**src/rtl/bmrl_pkg.sv**
```systemverilog
// Types, constants and helper functions for the motor ramp limiter.
`default_nettype none

package bmrl_pkg;

  typedef enum logic [1:0] {
    ACT_TICK = 2'd0,
    ACT_FWD  = 2'd1,
    ACT_REV  = 2'd2,
    ACT_STOP = 2'd3
  } action_t;

  // Configuration register indexes
  localparam logic [3:0] REG_UPDATE_INTERVAL = 4'd0;
  localparam logic [3:0] REG_STOP_STEP       = 4'd1;

  localparam logic [15:0] UPDATE_INTERVAL_RST = 16'd100;
  localparam logic [15:0] STOP_STEP_RST       = 16'd1638;

  // Q1.15 levels
  localparam logic [15:0] ONE_Q15     = 16'd32768;
  localparam logic [15:0] HALF_Q15    = 16'd16384;
  localparam logic [15:0] KNEE_LEVEL  = 16'd17630;
  localparam logic [15:0] COEF_HIGH   = 16'd7098;
  localparam logic [15:0] COEF_LOW    = 16'd54768;
  localparam logic [31:0] ROUND_HALF  = 32'd32768;
  localparam logic [15:0] COUNTER_MAX = 16'hFFFF;

  // Move a level toward the target by at most step
  function automatic logic [15:0] approach(input logic [15:0] level,
                                           input logic [15:0] target,
                                           input logic [15:0] step);
    logic [15:0] result;
    result = level;
    if (level > target) begin
      result = ((level - target) > step) ? (level - step) : target;
    end else if (target > level) begin
      result = ((target - level) > step) ? (level + step) : target;
    end
    return result;
  endfunction

  // Lower a level by the stop step, clamping at zero
  function automatic logic [15:0] decay(input logic [15:0] level,
                                        input logic [15:0] step);
    return (level < step) ? 16'd0 : (level - step);
  endfunction

endpackage

`default_nettype wire

```
**src/rtl/bmrl_duty_map.sv**
```systemverilog
// Two-segment linear map from a Q1.15 drive level to a PWM duty.
`default_nettype none

module bmrl_duty_map
  import bmrl_pkg::*;
(
  input  wire logic [15:0] level,
  output logic      [14:0] duty
);

  logic        upper;
  logic [15:0] rest;
  logic [15:0] coef;
  logic [15:0] operand;
  logic [31:0] product;
  logic [31:0] rounded;
  logic [15:0] scaled;
  logic [15:0] lower_duty;

  // Segment select; one shared multiplier serves both segments
  assign upper   = (level >= KNEE_LEVEL);
  assign rest    = (level >= ONE_Q15) ? 16'd0 : (ONE_Q15 - level);
  assign coef    = upper ? COEF_HIGH : COEF_LOW;
  assign operand = upper ? rest : level;
  assign product = 32'(coef) * 32'(operand);
  assign rounded = product + ROUND_HALF;
  assign scaled  = rounded[31:16];

  // Lower segment subtracts the scaled level from one half
  assign lower_duty = (scaled >= HALF_Q15) ? 16'd0 : (HALF_Q15 - scaled);
  assign duty       = upper ? scaled[14:0] : lower_duty[14:0];

endmodule

`default_nettype wire

```
**src/rtl/bidirectional_motor_ramp_limiter.sv**
```systemverilog
// Top level of the two-channel motor drive ramp limiter.
// Usage:
//   Input channel (in_valid/in_ready) carries action, target_level and
//   max_step. A tick advances the saturating millisecond counter; a move or
//   stop command acts only once the counter has reached update_interval_ms.
//   Every item gives exactly one result on the output channel
//   (out_valid/out_ready): mapped duties, the levels after the item and an
//   updated flag.
//   Configuration writes (cfg_valid/cfg_ready, cfg_index, cfg_data) are
//   always taken; index 0 is the update interval, index 1 the stop step,
//   other indexes are ignored. Write only while no item is in flight.
//   From input accept to result valid, the level update sits in the first
//   stage and the duty multiplier in the second.
//   Throughput is one item per cycle while the receiver keeps out_ready high.
//   Reset clears both levels and the counter and loads the register defaults
//   (interval 100, stop step 1638). When the receiver stalls the result is
//   held and the pipeline fills; in_ready drops once both stages are full.
`default_nettype none

module bidirectional_motor_ramp_limiter
  import bmrl_pkg::*;
(
  input  wire logic        clk,
  input  wire logic        rst,
  // configuration
  input  wire logic        cfg_valid,
  output logic             cfg_ready,
  input  wire logic [3:0]  cfg_index,
  input  wire logic [15:0] cfg_data,
  // input items
  input  wire logic        in_valid,
  output logic             in_ready,
  input  wire logic [1:0]  action,
  input  wire logic [15:0] target_level,
  input  wire logic [15:0] max_step,
  // result items
  output logic             out_valid,
  input  wire logic        out_ready,
  output logic      [14:0] duty_forward,
  output logic      [14:0] duty_reverse,
  output logic      [15:0] level_forward,
  output logic      [15:0] level_reverse,
  output logic             updated
);

  logic [15:0] update_interval_ms;
  logic [15:0] stop_step;

  logic [15:0] forward_level;
  logic [15:0] reverse_level;
  logic [15:0] elapsed_ms;
  logic [15:0] forward_level_next;
  logic [15:0] reverse_level_next;
  logic [15:0] elapsed_ms_next;
  logic        updated_next;

  logic        s1_valid;
  logic [15:0] s1_forward;
  logic [15:0] s1_reverse;
  logic        s1_updated;

  logic        in_fire;
  logic        out_load;
  logic        s1_advance;

  action_t     act;
  logic [15:0] target_sat;
  logic        counter_due;
  logic        do_stop;
  logic [15:0] moved_level;
  logic [14:0] map_forward;
  logic [14:0] map_reverse;

  // Configuration registers
  assign cfg_ready = 1'b1;

  always_ff @(posedge clk) begin
    if (rst) begin
      update_interval_ms <= UPDATE_INTERVAL_RST;
      stop_step          <= STOP_STEP_RST;
    end else if (cfg_valid && cfg_ready) begin
      unique case (cfg_index)
        REG_UPDATE_INTERVAL: update_interval_ms <= cfg_data;
        REG_STOP_STEP:       stop_step          <= cfg_data;
        default: ;
      endcase
    end
  end

  // Pipeline handshake
  assign out_load   = s1_valid && (!out_valid || out_ready);
  assign s1_advance = !s1_valid || out_load;
  assign in_ready   = s1_advance;
  assign in_fire    = in_valid && in_ready;

  // Level update for the incoming item
  assign act         = action_t'(action);
  assign target_sat  = (target_level > ONE_Q15) ? ONE_Q15 : target_level;
  assign counter_due = (elapsed_ms >= update_interval_ms);
  assign do_stop     = (act == ACT_STOP) ||
                       ((act == ACT_FWD) && (reverse_level != 16'd0)) ||
                       ((act == ACT_REV) && (forward_level != 16'd0));
  assign moved_level = approach((act == ACT_REV) ? reverse_level : forward_level,
                                target_sat, max_step);

  always_comb begin
    forward_level_next = forward_level;
    reverse_level_next = reverse_level;
    elapsed_ms_next    = elapsed_ms;
    updated_next       = 1'b0;
    if (act == ACT_TICK) begin
      if (elapsed_ms != COUNTER_MAX) begin
        elapsed_ms_next = elapsed_ms + 16'd1;
      end
    end else if (counter_due) begin
      if (do_stop) begin
        forward_level_next = decay(forward_level, stop_step);
        reverse_level_next = decay(reverse_level, stop_step);
      end else if (act == ACT_FWD) begin
        forward_level_next = moved_level;
      end else begin
        reverse_level_next = moved_level;
      end
      elapsed_ms_next = 16'd0;
      updated_next    = 1'b1;
    end
  end

  always_ff @(posedge clk) begin
    if (rst) begin
      forward_level <= 16'd0;
      reverse_level <= 16'd0;
      elapsed_ms    <= 16'd0;
    end else if (in_fire) begin
      forward_level <= forward_level_next;
      reverse_level <= reverse_level_next;
      elapsed_ms    <= elapsed_ms_next;
    end
  end

  // First stage: levels after the item
  always_ff @(posedge clk) begin
    if (rst) begin
      s1_valid <= 1'b0;
    end else if (s1_advance) begin
      s1_valid <= in_fire;
    end
  end

  always_ff @(posedge clk) begin
    if (in_fire) begin
      s1_forward <= forward_level_next;
      s1_reverse <= reverse_level_next;
      s1_updated <= updated_next;
    end
  end

  // Duty mapping
  bmrl_duty_map u_map_forward (
    .level (s1_forward),
    .duty  (map_forward)
  );

  bmrl_duty_map u_map_reverse (
    .level (s1_reverse),
    .duty  (map_reverse)
  );

  // Result register
  always_ff @(posedge clk) begin
    if (rst) begin
      out_valid <= 1'b0;
    end else if (out_load) begin
      out_valid <= 1'b1;
    end else if (out_ready) begin
      out_valid <= 1'b0;
    end
  end

  always_ff @(posedge clk) begin
    if (out_load) begin
      duty_forward  <= map_forward;
      duty_reverse  <= map_reverse;
      level_forward <= s1_forward;
      level_reverse <= s1_reverse;
      updated       <= s1_updated;
    end
  end

endmodule

`default_nettype wire

```
**config.mk**
```make
export PLATFORM = sky130hd
export DESIGN_NAME = bidirectional_motor_ramp_limiter
export DESIGN_NICKNAME = d
export VERILOG_FILES = /design/src/rtl/bmrl_pkg.sv /design/src/rtl/bmrl_duty_map.sv /design/src/rtl/bidirectional_motor_ramp_limiter.sv
export SDC_FILE = /design/constraint.sdc
export NUM_CORES = 1
export LEC_CHECK = 0
export ABC_AREA = 1
export BUFFER_PORTS_ARGS = -buffer_cell sky130_fd_sc_hd__buf_4
export CAP_MARGIN = 0
export CORE_MARGIN = 3
export CORE_UTILIZATION = 55
export DETAILED_ROUTE_END_ITERATION = 8
export GPL_TIMING_DRIVEN = 0
export HOLD_SLACK_MARGIN = 0.1
export PLACE_DENSITY_LB_ADDON = 0.3
export SYNTH_ARGS = -nofsm -noshare
export SYNTH_HDL_FRONTEND = slang
export SYNTH_HIERARCHICAL = 1
export SYNTH_SLANG_ARGS = --single-unit
```
**constraint.sdc**
```tcl
create_clock -name clk -period 7 [get_ports clk]
set_input_delay 1.05 -clock clk [delete_from_list [all_inputs] [get_ports clk]]
set_output_delay 1.05 -clock clk [all_outputs]
set_load 0.01 [all_outputs]
```
==> results of run 1 <==
==> metal layers <==
layer | vias up | track usage [%] | routed length (um)
met5 | - | 0 | 0
met4 | 0 | 11.4 | 4320
met3 | 290 | 4.27 | 5880
met2 | 1122 | 50.2 | 42400
met1 | 12980 | 37.3 | 35800
li1 | 13173 | - | -
==> Yosys cell counts (all sizes together), types with 3 or more instances <==
| library cell | count | area share (%) |
|---|---|---|
| a21boi | 5 | 0.13 |
| a21o | 17 | 0.43 |
| a21oi | 270 | 5.0 |
| a31oi | 25 | 0.57 |
| and2 | 5 | 0.10 |
| buf | 39 | 0.87 |
| clkbuf | 42 | 0.53 |
| clkinv | 4 | 0.050 |
| conb | 5 | 0.063 |
| dfxtp | 82 | 5.5 |
| edfxtp | 96 | 9.7 |
| fa | 286 | 19 |
| ha | 422 | 18 |
| inv | 927 | 12 |
| nand2 | 778 | 10 |
| nand3 | 232 | 4.6 |
| nand3b | 7 | 0.18 |
| nand4 | 30 | 0.65 |
| nor2 | 324 | 4.2 |
| nor3 | 40 | 0.72 |
| nor4 | 9 | 0.21 |
| o21a | 8 | 0.20 |
| o21ai | 183 | 3.2 |
| o21bai | 10 | 0.26 |
| o31ai | 3 | 0.075 |
| or2 | 12 | 0.25 |
| xnor2 | 34 | 1.0 |
| xor2 | 80 | 2.3 |
==> worst paths after layout <==
| path | from | end | slack [ps] |
|---|---|---|---|
| setup / recovery | s1_forward[0]$_DFFE_PP_ | duty_forward[8]$_DFFE_PP_ | -530 |
| hold / removal | s1_forward[14]$_DFFE_PP_ | level_forward[14]$_DFFE_PP_ | 450 |
| setup reg to reg | s1_forward[0]$_DFFE_PP_ | duty_forward[8]$_DFFE_PP_ | -530 |
| hold reg to reg | s1_forward[14]$_DFFE_PP_ | level_forward[14]$_DFFE_PP_ | 450 |
==> stage by stage <==
stage	cells	instance area, um2	hold slack (ps)
2_1_floorplan	4017	30100	400
3_3_place_gp	4828	31900	435
3_5_place_dp	4831	32000	433
4_1_cts	4978	34600	448
5_1_grt	5046	35900	478
6_report	5046	35900	451
==> registers in the layout, summed over array words and instances (netlist names), 16 cells and up <==
signal / count
level_reverse: 16
elapsed_ms: 16
s1_forward: 16
stop_step: 16
s1_reverse: 16
level_forward: 16
update_interval_ms: 16
reverse_level: 16
forward_level: 16
==> final cells by class <==
cell class                 count  area (um2)  area share (%)
buffer                        80         497            1.39
timing repair buffer         309        2460            6.86
multi-input combinational   2828       23400            65.3
sequential                   178        4520            12.6
clock inverter                14         146           0.408
tap                          688         861            2.40
clock buffer                  18         429            1.20
inverter                     931        3530            9.85
==> critical path, delay by kind of cell, from the launching register on <==
family | cells | cell delay, ps
AO/OA/AOI/OAI | 6 | 950
buffers and inverters | 14 | 960
flip-flops | 1 | 470
adder cells (fa/ha/maj) | 9 | 3450
AND/OR/NAND/NOR | 15 | 1460
==> timing repair <==
action	4_1_cts	5_1_grt
pin swaps	141	111
setup endpoints to repair	30	30
resized for setup	332	191
gates cloned	2	0
buffers inserted	114	68
endpoints found under the hold margin	0	0
==> logic make-up after synthesis <==
family	share of synthesized area, %
simple gates	21.2
buf+inv	13.1
fa+ha+maj	36.9
compound gates	10.2
flops	15.2
xor+xnor	3.34
other cells	0.0629
==> impl_metrics.toml, run 1 <==
[logic_synthesis]
synth_cell_types = 61
synth_cells = 3989
ys_ff_latch = 178
synth_edf_count = 96
synthArstFlopShare_pct = 0
ys.flop_type = "edfxtp_1"
seq_area_frac_synth_pct = 15.2
syn_area_per_cell_um2 = 7.48
synthesis.area_mm2 = 0.0299
yosys_warnings = 6

[floorplan]
rows = 84
boundaryPins = 125
start_util_pct = 56.2
dieWidth_um = 239
die_h_um = 239
core_region_area_mm2 = 0.0531
dieArea_mm2 = 0.0571

[placement]
hpwl_um = 67100
globalplace.congestion = 0.961
dp_slack_ps = -1350
numPortBuffers = 123

[worst_setup_path]
critPathLaunchType = "register"
crit_required_ps = 7230
crit_arrival_ps = 7760
crit_top_cell = "inv_2"
cpMaxStageDelayCell = "fa_1"
ff2ff_path_depth = 44
crit_type = "reg2reg"
end_kind = "register"
cp_max_fo = 5
crit_path_max_incr_delay_ps = 520

[sta]
final-max-slew-violation-count = 0
fin_skew_ps = 13.8
period_share_pct = 108
fin_ws_ps = -528
worst_pin_slew_ps = 901
max_slew_margin_pct = 39.5
setup_viol = 30
hold_viol = 0
finalSetupTns_ps = -12550
post-route-min-period_ps = 7530
rsz0062_at_grt = "yes"
fmax_mhz = 133

[drt]
vias = 27565
viasPerCell = 5.46
routed_wl_um = 88400
drc = 0
detail-route-antenna-nets = 0
firstDrtPassIters = 5
routedWlPerCell_um = 17.5
drt_iter0_drc = 2173

[cts]
cts_made_buffers = 17
cts_tree = "yes"
clk_path_buf_depth = 2
cts_hold_buf = 0
clk_latency_ps = 470
cts-root-buf = "clkbuf_16"
clk_pin_slew_ps = 80
cts.sinks = 178
h-tree-depth = 4

[min_path]
hp-class = "reg2reg"
worstHoldPathCells = 0

[cells_and_area]
final_core_util_pct = 67.5
final_nets = 5112
fillers = 4145
final_common_cell = "inv_1"
syn_to_final_growth_pct = 20.1
drive_gt1_share_pct = 21.1
n_antenna_cell = 0
final_cell_mix = "inv_1 (841), nand2_1 (678), ha_1 (390)"

[run]
drv_cap = 0

[global_route]
grt_pass1_wl_um = 133000
grt_pass1_vias = 26443
overflow = 0
grt_usage_pct = 29.2
grt_max_degree = 36
antenna_found_initial = 0

[outcome]
outcome = "finished, violations left"
violations = "negative setup slack"
Power of run 1 is left out: the tool's default activity adds up to more than one toggle a clock period on the data nets, which glitch-free logic cannot reach.
==> run 2, diff against run 1 <==
--- a/config.mk
+++ b/config.mk
@@ -9,8 +9,9 @@
 export BUFFER_PORTS_ARGS = -buffer_cell sky130_fd_sc_hd__buf_4
 export CAP_MARGIN = 0
 export CORE_MARGIN = 3
-export CORE_UTILIZATION = 55
+export CORE_UTILIZATION = 59
 export DETAILED_ROUTE_END_ITERATION = 8
+export GPL_ROUTABILITY_DRIVEN = 0
 export GPL_TIMING_DRIVEN = 0
 export HOLD_SLACK_MARGIN = 0.1
 export PLACE_DENSITY_LB_ADDON = 0.3
==> run 2 against run 1 <==
The run still ends with negative setup slack left. Sequential share of layout area decreased by 0.087 points. Setup slack got worse by 470 ps. Largest cell class unchanged. Non-clock buffer count decreased by 5. Clock skew increased by 9.8 ps. Fmax decreased by 5.9%. Register-to-register slack got worse by 470 ps.
==> impl_metrics.toml, run 2 (same netlist as run 1, synthesis figures left out) <==
[cells_and_area]
fillers = 3542
final_nets = 5107
syn_to_final_growth_pct = 20.9
n_antenna_cell = 0
multiInputGateArea_mm2 = 0.0236
final_core_util_pct = 73.0
final_common_cell = "inv_1"
final_cell_mix = "inv_1 (837), nand2_1 (669), ha_1 (391)"
regArea_mm2 = 0.00452
drive_gt1_share_pct = 21.9

[placement]
hpwl_um = 65000
numPortBuffers = 123

[cts]
clk_pin_slew_ps = 100
cts_tree = "yes"
h-tree-depth = 4
cts_made_buffers = 17
cts.sinks = 178
clk_path_buf_depth = 2
clk_latency_ps = 490
cts-root-buf = "clkbuf_16"
cts_hold_buf = 0

[drt]
firstDrtPassIters = 6
vias = 28685
routed_wl_um = 94400
drt_iter0_drc = 2723
detail-route-antenna-nets = 0
drc = 0
routedWlPerCell_um = 18.8
viasPerCell = 5.72

[global_route]
overflow = 0
grt_pass1_vias = 27667
grt_usage_pct = 31.9
grt_max_degree = 43
antenna_found_initial = 0
grt_pass1_wl_um = 136000

[worst_setup_path]
cp_top_family = "adder cells"
crit_path_max_incr_delay_ps = 550
crit_required_ps = 7240
end_kind = "register"
crit_type = "reg2reg"
crit_arrival_ps = 8240
critPathLaunchType = "register"
crit_top_cell = "inv_2"
cpMaxStageDelayCell = "fa_1"
ff2ff_setup_slack_ps = -1000
crit_buf_inv = 11
cp_max_fo = 6

[floorplan]
dieWidth_um = 231
rows = 81
start_util_pct = 60.4
die_h_um = 231
dieArea_mm2 = 0.0533
core_region_area_mm2 = 0.0495
boundaryPins = 125

[min_path]
hp-class = "reg2reg"

[outcome]
outcome = "finished, violations left"
violations = "negative setup slack"

[sta]
setup_viol = 30
post-route-min-period_ps = 8000
worst_pin_slew_ps = 965
fin_ws_ps = -998
max_slew_margin_pct = 35.7
final-max-slew-violation-count = 0
whs_ps = 466
fin_skew_ps = 23.6
hold_viol = 0
period_share_pct = 114
rsz0062_at_grt = "yes"
fmax_mhz = 125

[run]
drv_cap = 0
==> run 2: repair_timing <==
item	in CTS	in global routing
pin swaps	131	125
setup endpoints to repair	30	30
cloned	1	0
resized for setup	351	229
endpoints found under the hold margin	0	0
setup buffers	128	55
==> run 2: final cells by class <==
| class | count | area share, % |
|---|---|---|
| timing repair buffer | 304 | 6.81 |
| clock inverter | 15 | 0.593 |
| sequential | 178 | 12.5 |
| multi-input combinational | 2828 | 65.5 |
| tap | 664 | 2.30 |
| buffer | 80 | 1.34 |
| clock buffer | 17 | 1.18 |
| inverter | 931 | 9.79 |
==> run 2: path summary, 6_finish.rpt <==
kind | start | end | cells after the start
hold reg to reg | update_interval_ms[1]$_SDFFE_PP0P_ | update_interval_ms[1]$_SDFFE_PP0P_ | 2
hold / removal | update_interval_ms[1]$_SDFFE_PP0P_ | update_interval_ms[1]$_SDFFE_PP0P_ | 2
setup / recovery | s1_reverse[1]$_DFFE_PP_ | duty_reverse[13]$_DFFE_PP_ | 43
setup reg to reg | s1_reverse[1]$_DFFE_PP_ | duty_reverse[13]$_DFFE_PP_ | 43
==> run 2: worst reg2reg max path, delay by kind of cell (launching register included) <==
| family | cells | cell delay [ps] |
|---|---|---|
| and+or+nand+nor | 21 | 2520 |
| AOI/OAI and AO/OA | 4 | 670 |
| DFF | 1 | 450 |
| adders and majority gates | 7 | 3080 |
| buffers and inverters | 11 | 1030 |
==> run 2: layer usage <==
layer / vias up / global-route usage (%) / wire [um]
met5: - / 0 / 0
met1: 13283 / 38.8 / 34600
met2: 1657 / 54.4 / 44300
met4: 0 / 17.5 / 7530
li1: 13164 / - / -
met3: 581 / 5.02 / 8010
==> run 2: stage by stage <==
step / setup TNS (ps) / instance area, um2 / setup WS, ps / instances
floorplan: 0 / 30100 / 0.626 / 4017
global placement: -28760 / 31900 / -1160 / 4804
detailed placement: -31500 / 31900 / -1260 / 4806
CTS: -3640 / 34800 / -204 / 4966
global route: -27230 / 36100 / -1190 / 5017
finish: -22120 / 36100 / -998 / 5017
Power of run 2 is left out for the same reason.
